## src/mpwd_pkg.sv

```systemverilog
// Shared types and codes for the Manchester pulse-width decoder.
`timescale 1ns / 1ps
`default_nettype none
package mpwd_pkg;

	// Field widths
	localparam int WIDTH_W = 16;
	localparam int COUNT_W = 8;
	localparam int BYTE_W  = 8;
	localparam int CFG_IDX_W = 3;

	// Configuration register indexes
	localparam logic [CFG_IDX_W-1:0] REG_SHORT_MIN = 3'd0;
	localparam logic [CFG_IDX_W-1:0] REG_LONG_MIN  = 3'd1;
	localparam logic [CFG_IDX_W-1:0] REG_MAX_WIDTH = 3'd2;
	localparam logic [CFG_IDX_W-1:0] REG_PRE_LONGS = 3'd3;
	localparam logic [CFG_IDX_W-1:0] REG_PKT_BITS  = 3'd4;

	// Register reset values
	localparam logic [WIDTH_W-1:0] RST_SHORT_MIN = 16'd200;
	localparam logic [WIDTH_W-1:0] RST_LONG_MIN  = 16'd700;
	localparam logic [WIDTH_W-1:0] RST_MAX_WIDTH = 16'd1200;
	localparam logic [COUNT_W-1:0] RST_PRE_LONGS = 8'd31;
	localparam logic [COUNT_W-1:0] RST_PKT_BITS  = 8'd136;

	// Pulse classes
	localparam logic [1:0] CLS_RANGE = 2'd0;
	localparam logic [1:0] CLS_SHORT = 2'd1;
	localparam logic [1:0] CLS_LONG  = 2'd2;

	// Result status codes
	localparam logic [1:0] ST_OK     = 2'd0;
	localparam logic [1:0] ST_RANGE  = 2'd1;
	localparam logic [1:0] ST_BROKEN = 2'd2;
	localparam logic [1:0] ST_BYTE   = 2'd3;

	// Decoder phases
	localparam logic [1:0] PH_HUNT = 2'd0;
	localparam logic [1:0] PH_T0   = 2'd1;
	localparam logic [1:0] PH_OK   = 2'd2;

	// Classified pulse passed from front to back
	typedef struct packed {
		logic [1:0]         cls;
		logic [WIDTH_W-1:0] width;
	} item_t;

	// Packet settings used by the back end
	typedef struct packed {
		logic [COUNT_W-1:0] pre_longs;
		logic [COUNT_W-1:0] pkt_bits;
	} pkt_cfg_t;

endpackage
`default_nettype wire

```

## src/mpwd_front.sv

```systemverilog
// Front end: configuration registers and pulse width classification.
`timescale 1ns / 1ps
`default_nettype none
module mpwd_front (
	input  wire logic                          clk,
	input  wire logic                          arst_n,
	input  wire logic                          cfg_we,
	input  wire logic [mpwd_pkg::CFG_IDX_W-1:0] cfg_index,
	input  wire logic [mpwd_pkg::WIDTH_W-1:0]  cfg_data,
	input  wire logic                          in_valid,
	output logic                               in_ready,
	input  wire logic [mpwd_pkg::WIDTH_W-1:0]  pulse_width,
	input  wire logic                          q_full,
	output logic                               q_push,
	output mpwd_pkg::item_t                    q_item,
	output mpwd_pkg::pkt_cfg_t                 pkt_cfg
);

	logic [mpwd_pkg::WIDTH_W-1:0] short_min_q, long_min_q, max_width_q;
	logic [mpwd_pkg::COUNT_W-1:0] pre_longs_q, pkt_bits_q;
	logic                         in_window;

	// Register writes; unknown indexes are dropped
	always_ff @(posedge clk or negedge arst_n) begin
		if (!arst_n) begin
			short_min_q <= mpwd_pkg::RST_SHORT_MIN;
			long_min_q  <= mpwd_pkg::RST_LONG_MIN;
			max_width_q <= mpwd_pkg::RST_MAX_WIDTH;
			pre_longs_q <= mpwd_pkg::RST_PRE_LONGS;
			pkt_bits_q  <= mpwd_pkg::RST_PKT_BITS;
		end else if (cfg_we) begin
			case (cfg_index)
				mpwd_pkg::REG_SHORT_MIN: short_min_q <= cfg_data;
				mpwd_pkg::REG_LONG_MIN:  long_min_q  <= cfg_data;
				mpwd_pkg::REG_MAX_WIDTH: max_width_q <= cfg_data;
				mpwd_pkg::REG_PRE_LONGS: pre_longs_q <= cfg_data[mpwd_pkg::COUNT_W-1:0];
				mpwd_pkg::REG_PKT_BITS:  pkt_bits_q  <= cfg_data[mpwd_pkg::COUNT_W-1:0];
				default: ;
			endcase
		end
	end

	assign pkt_cfg.pre_longs = pre_longs_q;
	assign pkt_cfg.pkt_bits  = pkt_bits_q;

	// Take a pulse whenever the queue has room
	assign in_ready = !q_full;
	assign q_push   = in_valid && !q_full;

	// Classify against the width window
	assign in_window = (pulse_width >= short_min_q) && (pulse_width < max_width_q);
	always_comb begin
		q_item.width = pulse_width;
		if (!in_window)
			q_item.cls = mpwd_pkg::CLS_RANGE;
		else if (pulse_width >= long_min_q)
			q_item.cls = mpwd_pkg::CLS_LONG;
		else
			q_item.cls = mpwd_pkg::CLS_SHORT;
	end

endmodule
`default_nettype wire

```

## src/mpwd_queue.sv

```systemverilog
// Two-entry queue of classified pulses between front and back end.
`timescale 1ns / 1ps
`default_nettype none
module mpwd_queue (
	input  wire logic            clk,
	input  wire logic            arst_n,
	input  wire logic            push,
	input  wire mpwd_pkg::item_t push_item,
	output logic                 full,
	input  wire logic            pop,
	output mpwd_pkg::item_t      pop_item,
	output logic                 not_empty
);

	mpwd_pkg::item_t entry_q [2];
	logic            wr_ptr_q, rd_ptr_q;
	logic [1:0]      count_q;

	assign full      = (count_q == 2'd2);
	assign not_empty = (count_q != 2'd0);
	assign pop_item  = entry_q[rd_ptr_q];

	// Entry storage
	always_ff @(posedge clk) begin
		if (push)
			entry_q[wr_ptr_q] <= push_item;
	end

	// Pointers and fill count
	always_ff @(posedge clk or negedge arst_n) begin
		if (!arst_n) begin
			wr_ptr_q <= 1'b0;
			rd_ptr_q <= 1'b0;
			count_q  <= 2'd0;
		end else begin
			if (push)
				wr_ptr_q <= !wr_ptr_q;
			if (pop)
				rd_ptr_q <= !rd_ptr_q;
			case ({push, pop})
				2'b10:   count_q <= count_q + 2'd1;
				2'b01:   count_q <= count_q - 2'd1;
				default: count_q <= count_q;
			endcase
		end
	end

endmodule
`default_nettype wire

```

## src/mpwd_back.sv

```systemverilog
// Back end: preamble hunt, Manchester decoding, byte store and result output.
`timescale 1ns / 1ps
`default_nettype none
module mpwd_back #(
	parameter int MAX_BYTES = 16
) (
	input  wire logic                         clk,
	input  wire logic                         arst_n,
	input  wire mpwd_pkg::pkt_cfg_t           pkt_cfg,
	input  wire logic                         q_valid,
	input  wire mpwd_pkg::item_t              q_item,
	output logic                              q_pop,
	output logic                              out_valid,
	input  wire logic                         out_ready,
	output logic [1:0]                        status,
	output logic [mpwd_pkg::BYTE_W-1:0]       data_byte,
	output logic                              byte_last,
	output logic [mpwd_pkg::WIDTH_W-1:0]      short_width
);

	localparam int AW = $clog2(MAX_BYTES);
	localparam int XW = AW + 4;
	localparam logic B_RUN  = 1'b0;
	localparam logic B_EMIT = 1'b1;

	// Decoder state
	logic [1:0]                   phase_q, phase_d;
	logic [mpwd_pkg::COUNT_W-1:0] wbc_q, wbc_d, fpc_q, fpc_d;
	logic [mpwd_pkg::WIDTH_W-1:0] lsw_q, lsw_d;
	logic [mpwd_pkg::BYTE_W-1:0]  store_q [MAX_BYTES];
	logic                         bstate_q, bstate_d;
	logic [3:0]                   emit_cnt_q, emit_cnt_d, emit_end_q, emit_end_d;

	// Output register
	logic                         out_valid_q;
	logic [1:0]                   status_q;
	logic [mpwd_pkg::BYTE_W-1:0]  data_byte_q;
	logic                         byte_last_q;
	logic [mpwd_pkg::WIDTH_W-1:0] short_width_q;

	logic                         out_free;
	logic                         res_load;
	logic [1:0]                   res_status;
	logic [mpwd_pkg::BYTE_W-1:0]  res_byte;
	logic                         res_last;
	logic [mpwd_pkg::WIDTH_W-1:0] res_sw;

	logic                         st_we;
	logic [AW-1:0]                st_addr;
	logic [mpwd_pkg::BYTE_W-1:0]  st_rdata, st_wdata;

	logic                         tb, tb_flip, is_long;
	logic [mpwd_pkg::COUNT_W-1:0] fpc_tb, wbc_inc;
	logic [XW-1:0]                widx_x, nidx_x, emit_x;

	assign out_free = !out_valid_q || out_ready;
	assign q_pop    = (bstate_q == B_RUN) && q_valid && out_free;

	// Single read port on the byte store: emit index or current write slot
	assign widx_x   = {{AW{1'b0}}, wbc_q[7:4]};
	assign emit_x   = {{AW{1'b0}}, emit_cnt_q};
	assign st_addr  = (bstate_q == B_EMIT) ? emit_x[AW-1:0] : widx_x[AW-1:0];
	assign st_rdata = store_q[st_addr];

	// Next-state logic for one popped pulse or one emitted byte
	always_comb begin
		phase_d    = phase_q;
		wbc_d      = wbc_q;
		fpc_d      = fpc_q;
		lsw_d      = lsw_q;
		bstate_d   = bstate_q;
		emit_cnt_d = emit_cnt_q;
		emit_end_d = emit_end_q;
		res_load   = 1'b0;
		res_status = mpwd_pkg::ST_OK;
		res_byte   = '0;
		res_last   = 1'b0;
		res_sw     = '0;
		st_we      = 1'b0;
		st_wdata   = '0;
		tb         = 1'b0;
		tb_flip    = 1'b0;
		is_long    = (q_item.cls == mpwd_pkg::CLS_LONG);
		fpc_tb     = '0;
		wbc_inc    = '0;
		nidx_x     = '0;

		if (bstate_q == B_EMIT) begin
			// Burst out stored bytes, lowest entry first
			if (out_free) begin
				res_load   = 1'b1;
				res_status = mpwd_pkg::ST_BYTE;
				res_byte   = st_rdata;
				res_last   = (emit_cnt_q == emit_end_q);
				res_sw     = lsw_q;
				if (emit_cnt_q == emit_end_q)
					bstate_d = B_RUN;
				else
					emit_cnt_d = emit_cnt_q + 4'd1;
			end
		end else if (q_pop) begin
			res_load = 1'b1;
			if (q_item.cls == mpwd_pkg::CLS_RANGE) begin
				res_status = mpwd_pkg::ST_RANGE;
			end else begin
				case (phase_q)
					mpwd_pkg::PH_HUNT: begin
						if (is_long) begin
							if (fpc_q != 8'hFF)
								fpc_d = fpc_q + 8'd1;
						end else if (fpc_q >= pkt_cfg.pre_longs) begin
							fpc_d   = '0;
							phase_d = mpwd_pkg::PH_T0;
						end else begin
							phase_d    = mpwd_pkg::PH_HUNT;
							wbc_d      = '0;
							fpc_d      = '0;
							res_status = mpwd_pkg::ST_BROKEN;
						end
					end
					mpwd_pkg::PH_OK: begin
						if (!is_long) begin
							phase_d = mpwd_pkg::PH_T0;
						end else begin
							tb      = 1'b1;
							tb_flip = 1'b1;
						end
					end
					default: begin
						if (!is_long) begin
							lsw_d = q_item.width;
							tb    = 1'b1;
						end else begin
							phase_d    = mpwd_pkg::PH_HUNT;
							wbc_d      = '0;
							fpc_d      = '0;
							res_status = mpwd_pkg::ST_BROKEN;
						end
					end
				endcase

				// Record one wire bit
				if (tb) begin
					fpc_tb = fpc_q ^ {7'd0, tb_flip};
					fpc_d  = fpc_tb;
					if (!wbc_q[0] && (widx_x < XW'(MAX_BYTES))) begin
						st_we    = 1'b1;
						st_wdata = {(fpc_tb != '0), st_rdata[mpwd_pkg::BYTE_W-1:1]};
					end
					wbc_inc = wbc_q + 8'd1;
					wbc_d   = wbc_inc;
					nidx_x  = {{AW{1'b0}}, wbc_inc[7:4]};
					if (nidx_x >= XW'(MAX_BYTES)) begin
						phase_d    = mpwd_pkg::PH_HUNT;
						wbc_d      = '0;
						fpc_d      = '0;
						res_status = mpwd_pkg::ST_BROKEN;
					end else begin
						phase_d = mpwd_pkg::PH_OK;
						if (wbc_inc >= pkt_cfg.pkt_bits) begin
							// Packet complete: bytes follow instead of a status result
							res_load   = 1'b0;
							bstate_d   = B_EMIT;
							emit_cnt_d = '0;
							emit_end_d = wbc_inc[7:4];
							phase_d    = mpwd_pkg::PH_HUNT;
							wbc_d      = '0;
							fpc_d      = '0;
						end
					end
				end
			end
		end
	end

	// Control and decoder state
	always_ff @(posedge clk or negedge arst_n) begin
		if (!arst_n) begin
			phase_q    <= mpwd_pkg::PH_HUNT;
			wbc_q      <= '0;
			fpc_q      <= '0;
			lsw_q      <= '0;
			bstate_q   <= B_RUN;
			emit_cnt_q <= '0;
			emit_end_q <= '0;
		end else begin
			phase_q    <= phase_d;
			wbc_q      <= wbc_d;
			fpc_q      <= fpc_d;
			lsw_q      <= lsw_d;
			bstate_q   <= bstate_d;
			emit_cnt_q <= emit_cnt_d;
			emit_end_q <= emit_end_d;
		end
	end

	// Byte store, zero after reset and kept across packets
	always_ff @(posedge clk or negedge arst_n) begin
		if (!arst_n) begin
			for (int i = 0; i < MAX_BYTES; i++)
				store_q[i] <= '0;
		end else if (st_we) begin
			store_q[st_addr] <= st_wdata;
		end
	end

	// Output register valid
	always_ff @(posedge clk or negedge arst_n) begin
		if (!arst_n)
			out_valid_q <= 1'b0;
		else if (res_load)
			out_valid_q <= 1'b1;
		else if (out_ready)
			out_valid_q <= 1'b0;
	end

	// Output register payload
	always_ff @(posedge clk) begin
		if (res_load) begin
			status_q      <= res_status;
			data_byte_q   <= res_byte;
			byte_last_q   <= res_last;
			short_width_q <= res_sw;
		end
	end

	assign out_valid   = out_valid_q;
	assign status      = status_q;
	assign data_byte   = data_byte_q;
	assign byte_last   = byte_last_q;
	assign short_width = short_width_q;

endmodule
`default_nettype wire

```

## src/manchester_pulse_width_decoder_core.sv

```systemverilog
// Top level of the Manchester pulse-width decoder.
//
// Input channel (in_valid/in_ready, pulse_width): one measured pulse width
// per transfer. The front end classifies it against the width registers and
// drops it into a two-entry queue; in_ready is low only while that queue is full.
// Output channel (out_valid/out_ready): one result per transfer with status,
// data_byte, byte_last and short_width, held in an output register.
// Config port (cfg_we, cfg_index, cfg_data): single-cycle register writes,
// to be issued only while the decoder is idle.
// A transferred pulse is written into the queue, then popped and decoded by the
// back end, whose result is held in the output register that drives out_valid.
// Throughput: one pulse per cycle while the output is taken every cycle.
// At packet end the back end bursts the stored bytes out (up to 16); pulses
// queue up meanwhile and in_ready drops when the queue fills. An output stall
// holds the result and backs up the queue.
// Reset: registers return to defaults, counters clear, byte store reads zero.
`timescale 1ns / 1ps
`default_nettype none
module manchester_pulse_width_decoder_core #(
	parameter int MAX_BYTES = 16
) (
	input  wire logic                           clk,
	input  wire logic                           arst_n,
	input  wire logic                           cfg_we,
	input  wire logic [mpwd_pkg::CFG_IDX_W-1:0] cfg_index,
	input  wire logic [mpwd_pkg::WIDTH_W-1:0]   cfg_data,
	input  wire logic                           in_valid,
	output logic                                in_ready,
	input  wire logic [mpwd_pkg::WIDTH_W-1:0]   pulse_width,
	output logic                                out_valid,
	input  wire logic                           out_ready,
	output logic [1:0]                          status,
	output logic [mpwd_pkg::BYTE_W-1:0]         data_byte,
	output logic                                byte_last,
	output logic [mpwd_pkg::WIDTH_W-1:0]        short_width
);

	logic               q_full, q_push, q_pop, q_valid;
	mpwd_pkg::item_t    push_item, pop_item;
	mpwd_pkg::pkt_cfg_t pkt_cfg;

	mpwd_front u_front (
		.clk         (clk),
		.arst_n      (arst_n),
		.cfg_we      (cfg_we),
		.cfg_index   (cfg_index),
		.cfg_data    (cfg_data),
		.in_valid    (in_valid),
		.in_ready    (in_ready),
		.pulse_width (pulse_width),
		.q_full      (q_full),
		.q_push      (q_push),
		.q_item      (push_item),
		.pkt_cfg     (pkt_cfg)
	);

	mpwd_queue u_queue (
		.clk       (clk),
		.arst_n    (arst_n),
		.push      (q_push),
		.push_item (push_item),
		.full      (q_full),
		.pop       (q_pop),
		.pop_item  (pop_item),
		.not_empty (q_valid)
	);

	mpwd_back #(
		.MAX_BYTES (MAX_BYTES)
	) u_back (
		.clk         (clk),
		.arst_n      (arst_n),
		.pkt_cfg     (pkt_cfg),
		.q_valid     (q_valid),
		.q_item      (pop_item),
		.q_pop       (q_pop),
		.out_valid   (out_valid),
		.out_ready   (out_ready),
		.status      (status),
		.data_byte   (data_byte),
		.byte_last   (byte_last),
		.short_width (short_width)
	);

endmodule
`default_nettype wire

```

## config.mk

```make
export PLATFORM = sky130hd
export DESIGN_NAME = manchester_pulse_width_decoder_core
export DESIGN_NICKNAME = d
export VERILOG_FILES = /design/src/mpwd_pkg.sv /design/src/mpwd_front.sv /design/src/mpwd_queue.sv /design/src/mpwd_back.sv /design/src/manchester_pulse_width_decoder_core.sv
export SDC_FILE = /design/constraint.sdc
export NUM_CORES = 1
export LEC_CHECK = 0
export ABC_AREA = 1
export BUFFER_PORTS_ARGS = -buffer_cell sky130_fd_sc_hd__buf_2
export CORE_MARGIN = 2
export CORE_UTILIZATION = 47
export CTS_CLUSTER_DIAMETER = 120
export DETAILED_ROUTE_END_ITERATION = 7
export PLACE_DENSITY_LB_ADDON = 0.15
export SETUP_SLACK_MARGIN = 0.2
export SLEW_MARGIN = 20
export SYNTH_ARGS = -nofsm -noshare
export SYNTH_HDL_FRONTEND = slang
export SYNTH_SLANG_ARGS = --single-unit
export TNS_END_PERCENT = 1
```

## constraint.sdc

```tcl
create_clock -name clk -period 7.41 [get_ports clk]
set_input_delay 0.741 -clock clk [delete_from_list [all_inputs] [get_ports clk]]
set_output_delay 0.741 -clock clk [all_outputs]
set_load 0.01 [all_outputs]
```

==> reports/summary.md, run 1 <==
The mean instance size in the synthesized netlist works out to 8.02 sq um. Of all flip-flops after synthesis, the portion carrying an async set or reset was 79.2%. The final routed wire length divided by cell count was 16.5 um. In this run the cell area of the synthesized design comes to 15600 sq um.

Compared with the post-synthesis result, the final layout area differs by 11.4%. The number of vias in the routed layout was 12900. The library cells used most frequently in the layout, excluding fill and tap cells, are nand2_1 (818), dfrtp_1 (220), o21ai_0 (192), inv_1 (163), nor2_1 (105).

Of the synthesized area, sequential elements account for 50.7%. Across the VDD grid, the largest voltage drop is 0.222 mV. For this run, the detailed router's first-pass iteration total came to 5. The run gives 3107 as the number of inserted filler cells in the final layout.

The total setup buffers inserted after CTS is 0, and the via-per-instance ratio is 5.22. The repair_antennas step left the layout with diodes totalling 0. The tools report the total half-perimeter wirelength after legalization and detailed placement as 26.9 mm. The setup path with the least slack is of type reg -> reg.

After global routing the overflow that remains totals 0. On the final layout, the worst clock skew is 0.0101 ns. After clock tree synthesis, the clock-pin slew on the worst setup and hold paths is 0.06 ns. Maximum fanout along the worst path: 55.

Setup repair after global routing left no endpoint under its margin. The library cell used most frequently in the layout, excluding fill and tap cells, is nand2_1. The worst endpoint required time is 7.82 ns, and the number of flops mapped to enable cells by yosys is 63. After detailed routing, the total wire length is 40.7 mm. The cts-stage hold buffer count was 0. The run gives 32600 sq um as the placeable core area. The logs give 303 for the clock net sink count and 0 for the initial antenna violation count.

The critical path's top delay family is simple AND/OR/NAND/NOR gates. The routed design could run at a clock period as short as 3.64 ns. The placed instances occupy a cell area of 16200 sq um.

Data arrives at the worst endpoint at 4.05 ns. In this run the tightest slew margin relative to its limit is 24.4%. The post-CTS resize count came out at 0. Once the floorplan was initialized, standard cells occupied 47.9% of the core. The completed layout was analyzed and its total power is 5.70 mW.

The path class of the tightest hold or removal check is in -> async. The floorplan has 66 rows. Combined buffer and inverter count along the critical path: 1.

The timing-limited maximum frequency is 275 MHz. The cell at the slowest stage of the critical path is dfrtp_1. For this run, the slowest stage of the critical path takes 0.65 ns. In this run the remaining antenna-violating nets after routing total 0.

After detailed routing, no signal wire sits above met4. Via count of the first global-routing pass: 12600. Walking the worst path, the cells encountered are inv_2, nand2_2, nand2_4, nand2_1, nand2_1, nand2_1, nand2_1, nand2_1, nand2_1, o21ai_0, nand2_1. The finished cells cover 17400 sq um. Setup violations remaining at the end of the flow were counted as 0. The clock passes through at most 3 buffers.

The slew at the pin closest to its max-slew limit came out at 1.13 ns. Hold is met by 0.278 ns. The number of clock buffers added by TritonCTS is 36. The met2 wirelength from detailed routing was 18.9 mm. The logs give 3.77 ns for the register-to-register setup slack and 67.0 mm for the wire length of the first global-routing pass.

For the net count after synthesis, the log shows 2057. Summed over all nets, wire length on met3 after detailed routing comes to 2.32 mm. The tools report the H-tree level count as 2.

The predominant post-synthesis flop cell was dfrtp_1. The first routing iteration left 1050 violations. The logs give 0 for the max-slew violation count and 0 ns for the total negative setup slack. After detailed routing, the number of remaining DRC violations is 0.

The final count of hold timing violations is 0, and the die footprint is 34700 sq um. The leakage power of the design was 9.15 nW. 69 I/O pins were placed. The power density normalized to cell area works out to 328 nW/um^2. For the count of cell types in the netlist, the log shows 36.

The floorplan step set the die height to 186 um. The clock reaches the later pin of the worst-skew pair after 0.54 ns. The launching element type of the critical path was a flop.

The overall die width is 186 um, and the number of storage elements in the synthesis netlist is 303. In the final routing, the length of wire on met1 measures 17.9 mm. The tree is rooted in a clkbuf_16. The final cycle utilization of the critical path was 49.1%; the number of instances in the synthesized netlist was 1950. TritonCTS built the clock tree. In the final layout, the share of cells above drive strength 1 is 10.8%. The dominant cell type by count on the critical path was nand2_1.

The tool flagged a number of max-cap violations equal to 0. The run finished with clean final reports. The count of buffers from port buffering works out to 68.

The tools report the nature of the critical path endpoint as a flop. The count of warnings emitted by yosys came out at 0. Entering global routing, the biggest net connects 118 pins.

The tools report the global routing usage summed across all routing layers as 23.9%. For the final net count, the log shows 2108. The congestion estimate from routability-driven global placement came to 0.851.
## cells by family (layout without fill, tap and decap cells)
kind of cell               count (synthesis)  count (layout)  synth area share (%)
xor gates and xnor gates                  12              12                 0.672
adders and majority gates                 67              67                  5.36
and+or+nand+nor                         1076            1076                  28.3
buffers and inverters                    238             314                  6.48
AOI/OAI and AO/OA                        254             254                  8.51
DFF                                      303             303                  50.7
## worst reg2reg max path, delay by kind of cell, from the launching register on
family / cells / cell delay, ns
and+or+nand+nor: 9 / 2.32
DFF: 1 / 0.65
AOI/OAI and AO/OA: 1 / 0.40
buffers and inverters: 1 / 0.17
## power breakdown
| part | leakage, nW | switching [mW] | internal [mW] | total [mW] |
|---|---|---|---|---|
| registers | 3.75 | 0.198 | 2.10 | 2.29 |
| logic | 4.81 | 1.23 | 0.447 | 1.68 |
| clock network | 0.587 | 0.708 | 1.03 | 1.73 |
| total | 9.15 | 2.13 | 3.57 | 5.70 |
## layer usage
metal | vias to the layer above | GRT usage [%]
met5 | - | 0
met3 | 96 | 3.25
met2 | 414 | 38.9
met4 | 0 | 9.48
li1 | 6312 | -
met1 | 6051 | 32.5
## metrics by stage
stage,setup WS [ns],utilization (%),std cells
finish,3.77,53.4,2468
global route,3.50,53.4,2468
CTS,3.79,53.3,2468
detailed placement,3.81,49.8,2405
global placement,3.85,49.8,2405
floorplan,4.55,-,1950
## cells in the mapped netlist (20+ instances only)
| master | count | area [sq um] |
|---|---|---|
| nor2_1 | 105 | 394 |
| buf_2 | 26 | 130 |
| dfrtp_1 | 220 | 5510 |
| dfstp_2 | 20 | 526 |
| edfxtp_1 | 63 | 1890 |
| nand3_1 | 84 | 420 |
| o21ai_0 | 192 | 961 |
| nand2_1 | 819 | 3070 |
| ha_1 | 67 | 838 |
| nand2_2 | 20 | 125 |
| inv_1 | 163 | 612 |
| a21oi_1 | 31 | 155 |
## worst paths after layout
check	from	endpoint	cells after the start
min in group clk	pulse_width[0]	u_queue.entry_q[1][0]	1
max reg2reg	u_back.bstate_q	u_back.store_q[114]	11
min	arst_n	u_back.store_q[27]	1
min reg2reg	u_back.store_q[15]	u_back.store_q[15]	2
max	u_back.bstate_q	u_back.store_q[114]	11
max in group asynchronous	arst_n	u_front.long_min_q[1]	2
## state kept, by name, indices dropped and copies added (netlist names), 2 cells and up
register,cells
u_back.data_byte,8
u_back.emit_cnt_q,4
u_back.emit_end_q,4
u_back.fpc_q,8
u_back.lsw_q,16
u_back.phase_q,2
u_back.short_width,16
u_back.status,2
u_back.store_q,128
u_back.wbc_q,8
u_front.long_min_q,16
u_front.max_width_q,16
u_front.pkt_bits_q,8
u_front.pre_longs_q,8
u_front.short_min_q,16
u_queue.count_q,2
u_queue.entry_q,36
## cell type report
cell class                 instances  area, sq um  area share (%)
sequential                       303         7920            45.5
multi-input combinational       1409         6700            38.5
clock buffer                      49         1040            5.97
inverter                         177          664            3.82
tap                              442          553            3.18
timing repair buffer              74          395            2.27
clock inverter                    14          130           0.748
No activity file was read; power rests on OpenSTA's default activity.
==> run 2, diff against run 1 <==
==> constraint.sdc (replaced) <==
create_clock -name clk -period 3.2 [get_ports clk]
set_input_delay 0.32 -clock clk [delete_from_list [all_inputs] [get_ports clk]]
set_output_delay 0.32 -clock clk [all_outputs]
set_load 0.01 [all_outputs]
==> run 2 against run 1 <==
Net effect: sequential power is 130% higher; sequential share of layout area down 0.69 points; fmax rose by 32%; hold slack lost 0.24 ns; wire length is 0.70% higher; final area up 1.6%; core utilization rose by 0.83 points; first-iteration DRC count rose by 2.5%.
==> reports/summary.md, run 2 (synthesized netlist as in run 1, its figures left out) <==
The run finished with clean final reports. After detailed routing, the number of remaining DRC violations is 0. Worst clock skew: 0.0176 ns. The leakage power of the design was 9.30 nW. The die is 186 um wide.

Global routing used 24.0% of the available tracks. Data arrives at the worst endpoint at 2.98 ns. The critical register-to-register path endpoint is u_back.data_byte[6].

By startpoint and endpoint, the worst setup path is classified as reg -> reg. Setup repair after global routing left no endpoint under its margin. The count of buffers from port buffering is 68. TritonCTS built the clock tree. The cell sitting at the root of the clock tree is a clkbuf_16. The slew at the pin closest to its max-slew limit came out at 0.968 ns. The largest registers in the layout are u_back.store_q x128, u_queue.entry_q x36. Buffers added to address setup during post-CTS repair amount to 0.

For this run the aggregate overflow at the end of global routing stands at 0. Growth of design area from synthesis to finish: 13.1%. The y dimension of the die was 186 um; the number of max-cap violations was 0. The clock reaches the later pin of the worst-skew pair after 0.53 ns. The filler-free cell count of the finished design came out at 2496. The run gives 28.0 mm as the total half-perimeter wirelength after legalization and detailed placement.

Across the VDD grid, the largest voltage drop is 0.408 mV. The tools report the remaining max-slew budget at the tightest pin as 35.3%. Based on the critical path, the design can be clocked at up to 363 MHz. Dividing the detail-routed via count by the number of cells gives 5.18.

For this design the top-level I/O count stands at 69. Setup violations remaining at the end of the flow were counted as 0. Counting I/O delays and the setup requirement, the final critical path takes 2.75 ns. The number of cells on the worst reg-to-reg path is 15. The startpoint of the most critical setup path is u_back.wbc_q[2]. The tools report the end point of the critical path as u_back.data_byte[6].

The register with the most flip-flops in the layout has 128 of them. In this run the remaining antenna-violating nets after routing total 0. The fraction of final layout cells sized beyond drive strength 1 is 11.7%, and the maximum number of pins on one net before global-route repair is 71. The congestion estimate from routability-driven global placement came to 0.905. For this configuration, the core starts out at a cell density of 47.9%. The power density normalized to cell area is 762 nW/um^2, and the maximum fanout along the worst path is 27. The via count of the first global-routing pass is 12600. The run gives 3 as the number of buffers on the longest clock path.

The worst register-to-register path begins at u_back.wbc_q[2]. In the final design database the tool counted 2133 nets. The final count of hold timing violations was 0; the number of instances in the placed design was 2429.

Max-slew violation count: 0. The initial antenna violation count was 0. In this run the core area contains 66 standard-cell rows.

Clock tree synthesis inserted a total of 36 buffers. The tree built by TritonCTS fans out to 303 sinks. The run gives 0 ns as the total negative setup slack. The tools report the launching element type of the critical path as a flop.

Detailed-router iteration count before antenna repair: 5. The library cells used most frequently in the layout, excluding fill and tap cells, are nand2_1 (819), dfrtp_1 (219), o21ai_0 (192), inv_1 (163), nor2_1 (105). At the worst endpoint, the required time is 3.43 ns. More flip-flops sit in one register than any other, and that register is u_back.store_q.

The die covers 34700 sq um. The clock transition at the register clock pins on the worst setup and hold paths after CTS was 0.06 ns. In the final routed layout, each cell accounts on average for 16.4 um. The logs give 0 for the number of diodes added for antenna fixing and 41.0 mm for the routed wire length.

In the finished design, the share of the clock period the worst path needs comes to 86.1%. Worst min-delay path class: in -> reg. Placeable core area: 32600 sq um. Across all register-to-register paths, the minimum setup slack is 0.45 ns. The tools report the number of DRC markers in iteration 0 as 1076. Leaving out fill and tap cells, the most frequent cell in the layout is nand2_1. Detailed routing inserted a total of 12900 vias.

In this run the number of H-tree levels came out at 2. The first global-routing pass estimated 66.9 mm of wire. STA classifies the critical path endpoint as a flop.
run 2: what timing repair did:
item                                    4_1_cts  5_1_grt
endpoints found under the setup margin        0       27
hold endpoints to repair                     64        0
resized for setup                             0        1
hold buffers                                  1        0
run 2: final cells by class:
type,count,area (sq um)
flip-flops and latches,303,7920
inverters,177,664
well taps,442,553
clock inverters,14,154
repair buffers,99,648
multi-input cells,1409,6700
clock buffers,52,1040
fillers,3117,14900
run 2: how the worst min path moves through the flow:
stage                   startpoint                    end  slack (ns)  depth (start not counted)
finish              pulse_width[0]  u_queue.entry_q[1][0]        0.04                          1
global route        pulse_width[0]  u_queue.entry_q[1][0]        0.03                          1
CTS                 pulse_width[0]  u_queue.entry_q[1][0]        0.02                          1
detailed placement          arst_n     u_back.store_q[23]        0.33                          1
global placement            arst_n     u_back.store_q[23]        0.33                          1
floorplan                   arst_n        u_back.bstate_q        0.02                          0
run 2: per-stage QoR:
step | instance area, sq um | power, mW | worst slack [ns] | hold WS [ns] | utilization, %
after floorplan | 15600 | 8.04 | 0.339 | 0.0244 | -
after global placement | 16500 | 9.35 | 0.519 | 0.334 | 50.5
after detailed placement | 16500 | 9.46 | 0.463 | 0.329 | 50.5
after CTS | 17700 | 13.6 | 0.421 | 0.0181 | 54.2
after global routing | 17700 | 14.3 | 0.210 | 0.0294 | 54.2
final | 17700 | 13.5 | 0.445 | 0.0396 | 54.2
run 2: critical path, cell delays in order, from the launching register on:
cell     delay [ns]
dfrtp_1        0.39
nand2_1        0.09
nor2_1         0.13
nand3_1        0.11
nor2_1         0.13
xor2_1         0.26
ha_1           0.30
nand2_1        0.07
inv_1          0.03
nor2_1         0.08
o21a_1         0.18
nand2_1        0.08
nand2_1        0.13
o21ai_0        0.13
nand2_1        0.14
buf_12         0.20
run 2: routing by layer:
layer | global-route usage, % | vias to the layer above | routed length [um]
met5 | 0 | - | 0
met4 | 8.83 | 0 | 1400
met3 | 2.97 | 87 | 2070
met2 | 40.1 | 382 | 19600
met1 | 32.1 | 6102 | 17900
li1 | - | 6365 | -
run 2: report_power, final:
part	leakage, nW	switching (mW)	internal (mW)
Clock	0.586	1.66	2.44
Combinational	4.96	2.92	1.19
Sequential	3.75	0.408	4.85
Total	9.30	4.99	8.48
